===== src/rtl/tcgr_pkg.sv =====
// ----------------------------------------------------------------------------
// tcgr_pkg
// Shared types and constants of the text console glyph renderer: result
// kinds, controller states, command and status bundles, character codes.
// ----------------------------------------------------------------------------
package tcgr_pkg;

  // field widths
  localparam int COL_W      = 8;
  localparam int ROW_W      = 7;
  localparam int LINE_W     = 4;
  localparam int MASK_W     = 6;
  localparam int COLOUR_W   = 24;
  localparam int CMD_W      = 2;
  localparam int CFG_IDX_W  = 2;
  localparam int CFG_DATA_W = 24;
  localparam int CURS_COL_W = 9;
  localparam int TCOLS_W    = 9;
  localparam int TROWS_W    = 8;

  // font store
  localparam int FONT_DEPTH = 3072;
  localparam int FONT_AW    = 12;
  localparam int FADDR_W    = 13;

  // command codes on the result channel
  localparam logic [CMD_W-1:0] CMD_INVERT = 2'd0;
  localparam logic [CMD_W-1:0] CMD_DRAW   = 2'd1;
  localparam logic [CMD_W-1:0] CMD_SCROLL = 2'd2;

  // register indexes
  localparam logic [CFG_IDX_W-1:0] REG_COLUMNS = 2'd0;
  localparam logic [CFG_IDX_W-1:0] REG_ROWS    = 2'd1;
  localparam logic [CFG_IDX_W-1:0] REG_FG      = 2'd2;
  localparam logic [CFG_IDX_W-1:0] REG_BG      = 2'd3;

  // register reset values
  localparam logic [TCOLS_W-1:0]  RST_COLUMNS = 9'd80;
  localparam logic [TROWS_W-1:0]  RST_ROWS    = 8'd25;
  localparam logic [COLOUR_W-1:0] RST_FG      = 24'hFFFFFF;
  localparam logic [COLOUR_W-1:0] RST_BG      = 24'h000000;

  // control characters
  localparam logic [7:0] CH_BS        = 8'd8;
  localparam logic [7:0] CH_TAB       = 8'd9;
  localparam logic [7:0] CH_LF        = 8'd10;
  localparam logic [7:0] CH_CR        = 8'd13;
  localparam logic [7:0] CH_PRINT_MIN = 8'd32;

  // request types
  localparam logic REQ_CHAR = 1'b0;
  localparam logic REQ_FONT = 1'b1;

  typedef enum logic [1:0] {
    K_INVERT,
    K_DRAW,
    K_SCROLL
  } res_kind_t;

  typedef enum logic [2:0] {
    S_IDLE,
    S_INV_OLD,
    S_DRAW,
    S_SCROLL,
    S_INV_NEW
  } state_t;

  // controller to datapath
  typedef struct packed {
    logic      load_char;
    logic      font_wr;
    logic      emit;
    res_kind_t kind;
    logic      last;
    logic      line_clr;
    logic      line_inc;
    logic      cursor_upd;
  } ctl_cmd_t;

  // datapath to controller
  typedef struct packed {
    logic out_free;
    logic line_last;
    logic is_print;
    logic need_scroll;
  } ctl_stat_t;

endpackage


===== src/rtl/tcgr_ctrl.sv =====
// ----------------------------------------------------------------------------
// tcgr_ctrl
// Sequencer of the renderer: takes requests, then steps through old cursor
// inversion, glyph drawing, scroll and new cursor inversion.
// ----------------------------------------------------------------------------
module tcgr_ctrl import tcgr_pkg::*; (
  input  logic      clk,
  input  logic      rst,
  input  logic      in_valid,
  input  logic      req_type,
  output logic      in_ready,
  input  ctl_stat_t stat,
  output ctl_cmd_t  cmd
);

  state_t state;
  state_t state_next;

  // state register
  always_ff @(posedge clk) begin
    if (rst) begin
      state <= S_IDLE;
    end else begin
      state <= state_next;
    end
  end

  // next state
  always_comb begin
    state_next = state;
    unique case (state)
      S_IDLE: begin
        if (in_valid && req_type == REQ_CHAR) begin
          state_next = S_INV_OLD;
        end
      end
      S_INV_OLD: begin
        if (stat.out_free && stat.line_last) begin
          if (stat.is_print) begin
            state_next = S_DRAW;
          end else if (stat.need_scroll) begin
            state_next = S_SCROLL;
          end else begin
            state_next = S_INV_NEW;
          end
        end
      end
      S_DRAW: begin
        if (stat.out_free && stat.line_last) begin
          state_next = stat.need_scroll ? S_SCROLL : S_INV_NEW;
        end
      end
      S_SCROLL: begin
        if (stat.out_free) begin
          state_next = S_INV_NEW;
        end
      end
      S_INV_NEW: begin
        if (stat.out_free && stat.line_last) begin
          state_next = S_IDLE;
        end
      end
      default: state_next = S_IDLE;
    endcase
  end

  // outputs
  always_comb begin
    in_ready       = 1'b0;
    cmd            = '0;
    cmd.kind       = K_INVERT;
    unique case (state)
      S_IDLE: begin
        // no request is taken while reset is held
        in_ready      = !rst;
        cmd.load_char = !rst && in_valid && req_type == REQ_CHAR;
        cmd.font_wr   = !rst && in_valid && req_type == REQ_FONT;
        cmd.line_clr  = 1'b1;
      end
      S_INV_OLD: begin
        cmd.kind = K_INVERT;
        if (stat.out_free) begin
          cmd.emit = 1'b1;
          if (stat.line_last) begin
            cmd.line_clr   = 1'b1;
            cmd.cursor_upd = !stat.is_print && !stat.need_scroll;
          end else begin
            cmd.line_inc = 1'b1;
          end
        end
      end
      S_DRAW: begin
        cmd.kind = K_DRAW;
        if (stat.out_free) begin
          cmd.emit = 1'b1;
          if (stat.line_last) begin
            cmd.line_clr   = 1'b1;
            cmd.cursor_upd = !stat.need_scroll;
          end else begin
            cmd.line_inc = 1'b1;
          end
        end
      end
      S_SCROLL: begin
        cmd.kind = K_SCROLL;
        if (stat.out_free) begin
          cmd.emit       = 1'b1;
          cmd.line_clr   = 1'b1;
          cmd.cursor_upd = 1'b1;
        end
      end
      S_INV_NEW: begin
        cmd.kind = K_INVERT;
        if (stat.out_free) begin
          cmd.emit = 1'b1;
          cmd.last = stat.line_last;
          if (stat.line_last) begin
            cmd.line_clr = 1'b1;
          end else begin
            cmd.line_inc = 1'b1;
          end
        end
      end
      default: begin
        cmd.kind = K_INVERT;
      end
    endcase
  end

endmodule


===== config.mk =====
export PLATFORM = sky130hd
export DESIGN_NAME = tcgr_ctrl
export DESIGN_NICKNAME = d
export VERILOG_FILES = /design/src/rtl/tcgr_pkg.sv /design/src/rtl/tcgr_ctrl.sv
export SDC_FILE = /design/constraint.sdc
export NUM_CORES = 1
export LEC_CHECK = 0
export BUFFER_PORTS_ARGS = -buffer_cell sky130_fd_sc_hd__buf_4
export CAP_MARGIN = 25
export CELL_PAD_IN_SITES_DETAIL_PLACEMENT = 1
export CELL_PAD_IN_SITES_GLOBAL_PLACEMENT = 1
export CORE_AREA = 10 10 47 49
export CTS_CLUSTER_DIAMETER = 100
export DETAILED_ROUTE_END_ITERATION = 10
export DIE_AREA = 0 0 57 59
export PLACE_DENSITY_LB_ADDON = 0.1
export SLEW_MARGIN = 0
export SYNTH_ARGS = -nofsm -noshare
export SYNTH_HDL_FRONTEND = slang
export SYNTH_SLANG_ARGS = --single-unit

===== constraint.sdc =====
create_clock -name clk -period 3.3 [get_ports clk]
set_clock_uncertainty 0.2 [all_clocks]
set_input_delay 0.33 -clock clk [delete_from_list [all_inputs] [get_ports clk]]
set_output_delay 0.33 -clock clk [all_outputs]
set_load 0.05 [all_outputs]

### Word level (Yosys, flattened, before mapping)

Cells that the tools add are included.

| storage, ports and cells | value |
|---|---|
| bits in registers | 3 |

| operators by class | value |
|---|---|
| reductions and logical operators | 12 |
| bitwise logic cells | 1 |
| equality and inequality tests | 9 |
| multiplexer cells | 24 |

Operators by type and width:

| cell | number |
|---|---|
| 3-bit two-way mux | 10 |
| 3-bit case mux with 5 select lines | 1 |
| 2-bit != test (second input constant) | 5 |
| 1-bit two-way mux | 8 |
| 3-bit by 2-bit == test with 1-bit output (second input constant) | 2 |
| 1-bit logical AND | 6 |
| 1-bit case mux with 3 select lines | 2 |
| 1-bit case mux with 5 select lines | 1 |
| 5-bit AND reduction | 1 |
| 2-bit case mux with 2 select lines | 1 |
| 4-bit OR reduction | 1 |
| 3-bit by 1-bit == test with 1-bit output (second input constant) | 1 |
| 3-bit == test (second input constant) | 1 |
| 1-bit logical NOT | 3 |
| 3-bit logical NOT | 1 |
| 2-bit two-way mux | 1 |
| 1-bit inverter | 1 |

### Longest topological paths before layout

Gate-level depths: netlist of run 1.

| depth | value |
|---|---|
| word-level depth | 5 |
| gate-level depth with buffers | 5 |
| mapped depth without buffers | 4 |

### Least setup slack after synthesis of run 1

Ideal clock, no wire load.

| timing path | value |
|---|---|
| path type | flip-flop to output port |
| from | register state[2] |
| to | output cmd[8] (netlist name) |
| slack | -0.204 ns |
| stages on the path, launching flop included | 5 |
| data required time | 2.770 ns |
| data arrival time | 2.974 ns |
| cells stage by stage | dfxtp_1 > clkbuf_1 > nor4_1 > nand2_1 > nor2_1 |

RTL lines:

| element | line | text |
|---|---|---|
| start: declaration | tcgr_ctrl.sv:16 | `state_t state;` |
| start signal: assignment | tcgr_ctrl.sv:24 | `state <= state_next;` |
| end: declaration | tcgr_ctrl.sv:13 | `output ctl_cmd_t cmd` |

==> metrics.md, run 1 <==
| Metric | Value |
|---|---|
| Global-route wire length before repair | around 1900 µm |
| Gate power share | 0.634 |
| Max_cap viols | 0 |
| Post-synthesis adder-cell area fraction | 0 |
| Synth Area per Inst | between 6 and 7 µm² |
| Die Wd | 57 µm |
| Final HPWL DP | between 900 and 1000 µm |
| Gr usage total | 0.0683 |
| Drt wl/cell | 13.3 µm |
| Routability cong. | approximately 0.69 |
| Antenna Cells | 0 |
| Hold Path Depth | 2 |
| Vias in the first global route | ~450 |
| Post-synth EDFFs | 0 |
| Max incr delay on CP | ~0.42 ns |
| Reg-to-Reg End | state[1] |
| Internal | 0.180 mW |
| IO buf count | 17 |
| Worst R2R Path Depth | 4 |
| Post-CTS Hold Buffers | 0 |
| Critical path, cell by cell | nor2_1 > nor2b_1 > nor4b_1 > buf_4 |
| Area contributors post-synth | dfxtp_1 (18%), nand2b_1 (9.2%), nand2_1 (7.7%) |
| Main combinational cell family by area after synthesis | simple AND/OR/NAND/NOR gates |
| FILL cells | around 190 |
| CP arrival | roughly 1.6 ns |
| Crit path time final | 2.14 ns |
| TritonCTS clock tree | done |
| Mux cell area share after synthesis | 0.0586 |
| Yosys top cell by area | dfxtp_1 |
| Clock share of power | 0.167 |
| Period Utilization, post-route | 0.649 |
| Final WS setup | between 1 and 1.5 ns |
| RSZ-0062 raised after global routing | no |
| Pin count of the biggest net entering global routing | 14 |
| IO Pins | 18 |
| Min-Delay Startpoint | stat[3] |
| # nets final | 77 |
| CTS clk-pin slew, worst paths | 0.04 ns |
| CTS Buf Count | 3 |
| Max VDD drop | 0.334 mV |
| Largest Register | state |
| Highest clock rate | 467 MHz |
| Post-Synthesis Cells | 50 |
| Synth top area share | 0.176 |
| Xor-xnor portion of the synthesized cell area | 0.0256 |
| Sw frac | 0.523 |
| Vias | 439 |
| Syn Nets | 58 |
| Rows | 14 |
| Distinct cell type count after synthesis | 24 |
| Hold Path End | state[2] |
| Biggest regs | state: 3 flops |
| Simple-gate portion of the synthesized area | 0.509 |
| Core area | 1400 µm² |
| Seq cells post-synth | 3 |
| Final hold viol count | 0 |
| Worst Setup Path Type | register to output pin |
| Worst min path class | input port to register |
| Die Footprint | about 3400 µm² |
| Crit-path max FO | 13 |
| CP startpoint | state[1] |
| Deepest clock path buffer count | 2 |
| Height of the die | 59 µm |
| Clk Latency, worst-skew pair | around 0.23 ns |
| Placed cells | 80 |
| Final cell count without fillers | 84 |
| Fin Setup TNS | 0 ns |
| R2R Setup Slk | 1.61 ns |
| Post-CTS sizing | 0 |
| Seq pwr share | 0.198 |
| Final Setup Violations | 0 |
| Antenna viol nets, final | 0 |
| Initial antenna violation count | 0 |
| Mapped cell area | about 340 µm² |
| Worst EP required | 2.77 ns |
| Clock sinks | 3 |
| WL final | 1120 µm |
| Yosys Warn Count | 0 |
| Slew margin rel. | 0.718 |
| CP endpoint kind | output pin |
| Leak | between 0.2 and 0.25 nW |
| Crit start category | register |
| Worst flop-to-flop path startpoint | state[1] |
| Fin. max-slew vios | 0 |
| Synth-to-layout area growth | 48.7% |
| P_sw | about 0.20 mW |
| Post-synth ARST share | 0 |
| DRC marker count from the first detailed-route iteration | 5 |
| CTS Root Cell | clkbuf_4 |
| Dpl ws | about 1.4 ns |
| Tot Pwr | about 0.38 mW |
| Ys flop type | dfxtp_1 |
| Fraction of final layout cells sized beyond drive strength 1 | 0.324 |
| Synth Area in Compound Gates | 0.190 |
| DRT Pass-1 Iters | 4 |
| H-tree Lvls | 1 |
| Status | finished, final reports clean |
| Global route total overflow | 0 |
| Starting density of the core | 0.244 |
| Seq/Total Area, Yosys | 0.176 |
| Setup repair bufs after CTS | 0 |
| Max FFs per register | 3 |
| DRC | 0 |
| Power Density | around 740 nW/µm² |
| Crit path max-delay cell type | dfxtp_1 |
| Drt via density | between 5 and 6 |
| Slew @ Worst Pin | roughly 0.42 ns |
cell type report:
| class | count | area, µm² | share of cell area |
|---|---|---|---|
| multi-input cells | 44 | 274 | 0.539 |
| repair buffers | 17 | 128 | 0.251 |
| flip-flops and latches | 3 | 60.1 | 0.118 |
| clock buffers | 4 | 26.3 | 0.0517 |
| well taps | 16 | 20.0 | 0.0394 |
synth_stat cells, drive strengths merged, types with 2 or more instances:
master / n
nor3b: 3
o21ai: 2
nor2: 7
nand2b: 5
buf: 2
dfxtp: 3
mux2i: 2
nor2b: 3
and3: 2
nand2: 7
routing by layer:
metal  global-route usage  routed length [µm]
met2                0.122                 557
met5                    0                   0
met1               0.0666                 475
met4               0.0201                   0
met3               0.0365                  84
worst max-delay path: cells and delay by family, from the launching register on:
kind,cells,cell delay [ns]
DFF,1,0.42
and+or+nand+nor,3,0.71
buffers and inverters,1,0.25
power by group through the flow:
stage                     sequential (mW)  clock (mW)  combinational [mW]
after floorplan                    0.0527           0               0.201
after global placement             0.0743           0               0.246
after detailed placement           0.0752           0               0.245
after CTS                          0.0746      0.0674               0.245
after global routing               0.0796      0.0712               0.262
final                              0.0749      0.0632               0.240
worst max path at each step:
stage,to,slack [ns],depth (start not counted)
after floorplan,cmd[8],0.43,4
after global placement,cmd[1],1.42,4
after detailed placement,cmd[1],1.41,4
after CTS,cmd[1],1.15,4
after global routing,cmd[1],0.99,4
final,cmd[1],1.16,4
cell families (layout without fill, tap and decap cells):
kind of cell / Yosys count / count (layout)
AO/OA/AOI/OAI: 9 / 9
XOR/XNOR: 1 / 1
buffers and inverters: 3 / 21
flip-flops: 3 / 3
multiplexers: 2 / 2
AND/OR/NAND/NOR: 32 / 32
through the flow:
stage               cell area, µm²  utilization  hold slack [ns]
floorplan                      348            -            0.275
global placement               482        0.344            0.425
detailed placement             482        0.344            0.420
finish                         508        0.363            0.190
CTS                            508        0.363            0.177
global route                   508        0.363            0.189
cells in the final DEF, fill, tap and decap left out:
cell type  count
and4b_1        1
nand2b_1       5
o22ai_1        1
nand2_1        7
dfxtp_1        3
a21o_1         1
a21oi_1        1
o21ai_0        2
and3_1         2
xor2_1         1
a22o_1         1
nor2_1         7
nor2b_1        3
nor4_2         1
a31o_2         1
o32a_1         1
a2bb2oi_1      1
nor3b_1        3
clkbuf_4       3
mux2i_1        2
buf_4         17
nor4b_1        1
clkbuf_1       1
nor3_1         1
and2_1         1
(Power assumes the default switching activity.)
==> run 2: changes to the inputs <==
ABC_AREA = 1   (was default)
CORE_AREA = default   (was 10 10 47 49)
CORE_MARGIN = 10   (was default)
CORE_UTILIZATION = 23   (was default)
DIE_AREA = default   (was 0 0 57 59)
clock period = 1.7 ns   (was 3.3 ns; I/O delays follow)
==> run 2 against run 1 <==
Effect of this change: cell count grew 23%; routed wire length is 12% higher; synthesized cell count rose by 24%; count of clock-buffer cells in the layout is the same; via count grew 7.3%; critical path type unchanged; largest power group unchanged.
==> metrics.md, run 2 <==
| Metric | Value |
|---|---|
| DRC | 0 (unchanged) |
| Fin Setup TNS | 0 ns (unchanged) |
| DRT Pass-1 Iters | 3 (-1) |
| Post-synth ARST share | 0 (unchanged) |
| Slew @ Worst Pin | 0.229 ns (-0.193 ns) |
| Synth Area per Inst | 5.45 µm² (-20%) |
| Drt wl/cell | 12.2 µm (-8.4%) |
| Max VDD drop | 0.621 mV (+86%) |
| Antenna viol nets, final | 0 (unchanged) |
| Crit-path max FO | 7 (-6) |
| Most frequent cells in the layout | buf_4 (18), nand2_1 (12), nor2_1 (7), inv_1 (7) |
| Fin util | 0.474 (+0.111) |
| Synth-to-layout area growth | 89.3% |
| Initial antenna violation count | 0 (unchanged) |
| Seq cells post-synth | 3 (unchanged) |
| Clk Latency, worst-skew pair | 0.23 ns (about the same) |
| Post-synth EDFFs | 0 (unchanged) |
| Die Wd | 58.3 µm (+2.3%) |
| CP endpoint kind | output pin |
| Vias | 471 (+7.3%) |
| Highest clock rate | slightly above 600 MHz |
| Clock sinks | 3 (unchanged) |
| TritonCTS clock tree | done |
| Largest Register | state |
| Deepest clock path buffer count | 2 (unchanged) |
| Syn Nets | 70 (+21%) |
| Final hold viol count | 0 (unchanged) |
| Area contributors post-synth | dfxtp_1 (18%), nand2_1 (14%), nor2_1 (12%) |
| Leak | 0.332 nW (+36%) |
| Final HPWL DP | 1050 µm (+13%) |
| Gr usage total | 0.0717 (+0.00343) |
| Max FFs per register | 3 (unchanged) |
| CTS clk-pin slew, worst paths | 0.04 ns (about the same) |
| WL final | 1250 µm (+12%) |
| Worst flop-to-flop path startpoint | state[1] |
| Final Setup Violations | 0 (unchanged) |
| Vias in the first global route | 491 (+10%) |
| Worst Setup Path Type | register to output pin |
| Routability cong. | 0.771 (+12%) |
| Die Footprint | 3400 µm² (+1.2%) |
| Global-route wire length before repair | 2060 µm (+7.2%) |
| Crit path time final | about 1.7 ns |
| Starting density of the core | 0.250 (+0.00648) |
| Fin. max-slew vios | 0 (unchanged) |
| Status | finished, final reports clean |
| Distinct cell type count after synthesis | 17 (-29%) |
| Reg-to-Reg End | state[0] |
| Biggest regs | state: 3 flops |
| CTS Root Cell | clkbuf_4 |
| R2R Setup Slk | 0.26 ns (-1.35 ns) |
| CP startpoint | state[1] |
| # nets final | 97 (+26%) |
| Post-Synthesis Cells | 62 (+24%) |
| Drt via density | 4.57 (-13%) |
| Pin count of the biggest net entering global routing | 8 (-6) |
| Fraction of final layout cells sized beyond drive strength 1 | 0.557 (+0.233) |
| Mapped cell area | 338 µm² (-1.1%) |
| Most common cell in the synthesized netlist | nand2_1 |
| Worst min path class | input port to register |
| Core area | 1350 µm² (-3.7%) |
| Height of the die | 58.3 µm (-1.1%) |
| Worst EP required | 1.33 ns (-1.44 ns) |
| Seq/Total Area, Yosys | 0.178 (+0.00195) |
| Rows | 13 (-1) |
| Post-CTS Hold Buffers | 0 (unchanged) |
| Worst R2R Path Depth | 9 (+5) |
| Global route total overflow | 0 (unchanged) |
| Commonest non-fill, non-tap cell in the layout | buf_4 |
| CP endpoint | cmd[2] |
| Yosys top cell by area | dfxtp_1 |
| Commonest cells in the netlist | nand2_1 (13), nor2_1 (11), inv_1 (8) |
| Ys flop type | dfxtp_1 |
| CTS Buf Count | 3 (unchanged) |
| Synth top area share | 0.178 (+0.00195) |
| RSZ-0062 raised after global routing | yes |
| Power Density | 1630 nW/µm² (+120%) |
| DRC marker count from the first detailed-route iteration | 3 (-2) |
| Max_cap viols | 0 (unchanged) |
| Period Utilization, post-route | 0.974 |
| Slew margin rel. | 0.847 (+0.129) |
| FILL cells | 180 (-3.7%) |
| H-tree Lvls | 1 (unchanged) |
| CP arrival | 1.29 ns (-0.32 ns) |
| Yosys Warn Count | 0 (unchanged) |
| IO buf count | 17 (unchanged) |
| Antenna Cells | 0 (unchanged) |
| Crit start category | register |
| IO Pins | 18 (unchanged) |
-- run 2: changes by cell type after synthesis, moves of 3 or more --
| cell | previous run | this run |
|---|---|---|
| nor2_2 | 0 | 4 |
| nor2_1 | 7 | 11 |
| inv_1 | 0 | 8 |
| nand2_2 | 0 | 3 |
| nand2_1 | 7 | 13 |
| nand2b_1 | 5 | 0 |
| nor2b_1 | 3 | 0 |
| nand3_1 | 0 | 6 |
-- run 2: worst min-delay path by stage --
stage	depth (start not counted)	slack (ns)	start	end
after floorplan	3	0.12	rst	state[2]
final	4	0.08	rst	state[2]
after global placement	4	0.31	rst	state[2]
after detailed placement	4	0.32	rst	state[2]
after CTS	4	0.07	rst	state[2]
after global routing	4	0.09	rst	state[2]
-- run 2: cell type report --
| cell class | instances | area [µm²] | area share |
|---|---|---|---|
| inverters | 11 | 41.3 | 0.0646 |
| flip-flops and latches | 3 | 71.3 | 0.112 |
| repair buffers | 22 | 184 | 0.288 |
| multi-input cells | 48 | 298 | 0.466 |
| clock buffers | 4 | 26.3 | 0.0411 |
| well taps | 15 | 18.8 | 0.0294 |
-- run 2: cell families after synthesis --
logic type | count (synthesis) | synth area share
and+or+nand+nor | 43 | 0.622
AOI/OAI and AO/OA | 5 | 0.0778
buffers and inverters | 11 | 0.122
DFF | 3 | 0.178
-- run 2: timing repair --
item / in CTS / in global routing
setup endpoints to repair: 5 / 4
resized for setup: 6 / 14
buffers inserted: 0 / 5
pin swaps: 0 / 6
gates cloned: 0 / 0
-- run 2: metrics by stage --
stage / setup WS, ns / total power [mW] / std cells / cell area (µm²) / hold WS, ns
after CTS: 0.00224 / 0.929 / 98 / 557 / 0.0749
after global routing: -0.0187 / 1.13 / 103 / 639 / 0.0895
after floorplan: -0.0592 / 0.594 / 62 / 368 / 0.123
after global placement: 0.131 / 0.765 / 94 / 514 / 0.309
final: 0.0437 / 1.04 / 103 / 639 / 0.0786
after detailed placement: 0.121 / 0.768 / 94 / 514 / 0.321
-- run 2: worst max-delay path: stages (launching register included) --
cell     delay (ns)
dfxtp_4        0.39
inv_2          0.05
nand3_2        0.10
nand3_2        0.11
a31oi_1        0.18
nand2_1        0.08
buf_6          0.15
-- run 2: power breakdown --
group | leakage (nW) | switching, mW | internal (mW) | total (mW)
logic | 0.290 | 0.469 | 0.302 | 0.771
clock network | 0.0150 | 0.0358 | 0.0879 | 0.124
registers | 0.0267 | 0.0482 | 0.102 | 0.150
total | 0.332 | 0.553 | 0.492 | 1.04
-- run 2: metal layers --
layer | global-route usage | vias up | routed length (µm)
li1 | - | 249 | -
met1 | 0.0737 | 209 | 518
met2 | 0.131 | 13 | 643
met3 | 0.0343 | 0 | 92
met4 | 0.0101 | 0 | 0
met5 | 0 | - | 0
==> run 3: changes to the inputs <==
BUFFER_PORTS_ARGS = default   (was -buffer_cell sky130_fd_sc_hd__buf_4)
CORE_AREA = 10 10 47 49   (was default)
CORE_MARGIN = default   (was 10)
CORE_UTILIZATION = default   (was 23)
DIE_AREA = 0 0 57 59   (was default)
DONT_BUFFER_PORTS = 1   (was default)
==> run 3 against run 2 <==
Effect of this change: design area down 0.59%; worst setup slack better by 0.0024 ns; sequential share of layout area is 0.066 points higher; combinational power is 5.8% higher; via count down 4.7%; critical path depth fell by 2; cell count decreased by 7.8%; count of clock-buffer cells in the layout unchanged; critical path type unchanged; critical endpoint is now cmd[7].
==> metrics.md, run 3 (synthesis gave the netlist of run 2 again) <==
| Metric | Value |
|---|---|
| Biggest regs | state: 3 flops |
| Reg-to-Reg End | state[0] |
| CTS clk-pin slew, worst paths | 0.04 ns (about the same) |
| IO Pins | 18 (unchanged) |
| Final hold viol count | 0 (unchanged) |
| Largest Register | state |
| Clk Latency, worst-skew pair | 0.23 ns (about the same) |
| Drt wl/cell | 13.3 µm (+9.0%) |
| Core area | 1400 µm² (+3.8%) |
| Worst flop-to-flop path startpoint | state[0] |
| Fin. max-slew vios | 0 (unchanged) |
| Crit-path max FO | 7 (unchanged) |
| Slew margin rel. | 0.717 (-0.130) |
| Final Setup Violations | 0 (unchanged) |
| Area of the multi-input gates | 345 µm² (+16%) |
| Synth-to-layout area growth | 88.1% |
| Design area | 636 µm² (-0.59%) |
| Crit path max-delay cell type | dfxtp_4 |
| Die Footprint | 3360 µm² (-1.1%) |
| Max VDD drop | 0.684 mV (+10%) |
| WL final | 1260 µm (+0.56%) |
| DRT Pass-1 Iters | 2 (-1) |
| Gate power share | 0.740 (+0.002) |
| Hold WS | 0.000192 ns (-0.0784 ns) |
| Global-route wire length before repair | 2140 µm (+4.0%) |
| Buf/Inv on CP | 0 (-2) |
| P_sw | 0.589 mW (+6.5%) |
| IO buf count | 0 (-17) |
| CTS Root Cell | clkbuf_4 |
| Hold Path End | state[0] |
| Max FFs per register | 3 (unchanged) |
| Cell mode on critical path | nor2_4 |
| CP endpoint kind | output pin |
| Hold Path Depth | 4 (unchanged) |
| Antenna Cells | 0 (unchanged) |
| Worst Setup Path Type | register to output pin |
| Final HPWL DP | 994 µm (-5.8%) |
| Fin util | 0.454 (-0.0200) |
| Seq pwr share | 0.143 (about the same) |
| Pin count of the biggest net entering global routing | 8 (unchanged) |
| RSZ-0062 raised after global routing | yes |
| Most frequent cells in the layout | nand2_1 (10), buf_4 (9), nor2_1 (7), inv_1 (7) |
| H-tree Lvls | 1 (unchanged) |
| Power Density | 1730 nW/µm² (+6.1%) |
| Routability cong. | 0.750 (-2.7%) |
| Worst R2R Path Depth | 9 (unchanged) |
| Post-DP Area | 473 µm² (-8.0%) |
| Global route total overflow | 0 (unchanged) |
| CP arrival | 1.28 ns (about the same) |
| Worst min path class | input port to register |
| Internal | 0.513 mW (+4.4%) |
| DRC | 0 (unchanged) |
| # nets final | 88 (-9.3%) |
| Rows | 14 (+1) |
| Gr usage total | 0.0745 (+0.00272) |
| CTS Buf Count | 3 (unchanged) |
| Max incr delay on CP | 0.37 ns (-0.02 ns) |
| Worst EP required | 1.33 ns (about the same) |
| Drt via density | 4.73 (+3.4%) |
| Period Utilization, post-route | 0.973 (-0.00141) |
| Status | finished, final reports clean |
| Min-Delay Startpoint | stat[0] |
| Max_cap viols | 0 (unchanged) |
| Sw frac | 0.534 (+0.00492) |
| Vias | 449 (-4.7%) |
| Antenna viol nets, final | 0 (unchanged) |
| TritonCTS clock tree | done |
| Commonest non-fill, non-tap cell in the layout | nand2_1 |
| Die Wd | 57 µm (-2.3%) |
| Highest clock rate | 605 MHz (+0.15%) |
| Register area | 71.3 µm² (unchanged) |
| FILL cells | 182 (+1.1%) |
| Vias in the first global route | 494 (+0.61%) |
| Crit path time final | 1.65 ns (-0.00240 ns) |
| Clock share of power | 0.116 (-0.002) |
| Fraction of final layout cells sized beyond drive strength 1 | 0.532 (-0.0252) |
| Starting density of the core | 0.241 (-0.00916) |
| Initial antenna violation count | 0 (unchanged) |
| Deepest clock path buffer count | 2 (unchanged) |
| R2R Setup Slk | 0.12 ns (-0.14 ns) |
| Leak | 0.304 nW (-8.4%) |
| DRC marker count from the first detailed-route iteration | 1 (-2) |
| Height of the die | 59 µm (+1.2%) |
| Critical path, cell by cell | nor2_4 > nand2_4 > nor2_4 > and3_4 |
| Clock sinks | 3 (unchanged) |
| Crit start category | register |
| Slew @ Worst Pin | 0.424 ns (+0.195 ns) |
| Worst path top cell family by delay | simple AND/OR/NAND/NOR gates |
## run 3: cell types whose count changed in the layout (fill, tap and decap cells not counted), moves of 2 or more
| cell | previous run | this run |
|---|---|---|
| nand2_1 | 12 | 10 |
| buf_6 | 3 | 1 |
| buf_4 | 18 | 9 |
| nand3_4 | 0 | 3 |
| buf_12 | 0 | 2 |
| nand3_2 | 3 | 0 |
## run 3: final cells by class
class                   instances  area share
inverters                      11      0.0689
well taps                      16      0.0315
clock buffers                   4      0.0413
repair buffers                 13       0.203
multi-input cells              48       0.543
flip-flops and latches          3       0.112
## run 3: power groups by stage
stage	logic, mW	clock network, mW	registers [mW]
finish	0.816	0.128	0.158
global route	0.891	0.137	0.163
CTS	0.742	0.130	0.143
detailed placement	0.667	0	0.126
global placement	0.663	0	0.125
floorplan	0.476	0	0.118
## run 3: per-stage QoR
stage / setup slack, ns / total power, mW / setup TNS, ns / std cells
2_1_floorplan: -0.0592 / 0.594 / -0.0592 / 62
3_3_place_gp: 0.162 / 0.788 / 0 / 86
3_5_place_dp: 0.151 / 0.793 / 0 / 86
4_1_cts: -0.00214 / 1.01 / -0.00214 / 94
5_1_grt: -0.0305 / 1.19 / -0.0556 / 95
6_report: 0.0461 / 1.10 / 0 / 95
## run 3: how the worst max path moves through the flow
stage,from,end,cells after the start
global route,state[2],cmd[1],6
detailed placement,state[0],cmd[2],6
floorplan,state[0],cmd[6],3
finish,state[1],cmd[7],4
CTS,state[1],cmd[2],6
global placement,state[0],cmd[2],6
## run 3: routing by layer
layer,wire [µm],track usage,vias up
met5,0,0,-
met4,0,0.0101,0
met3,89,0.0258,0
met2,685,0.146,11
met1,486,0.0752,206
li1,-,-,232
## run 3: repair_timing
item,4_1_cts,5_1_grt
resized for setup,11,14
pin swaps,5,7
setup endpoints to repair,5,3
hold buffers,1,0
hold endpoints to repair,3,0
setup buffers,3,1
gates cloned,0,0
## run 3: worst min-delay path, cell delays in order
cell     delay [ns]
nand2_1        0.03
nand3_1        0.06
nor2_1         0.05
nor2_2         0.08
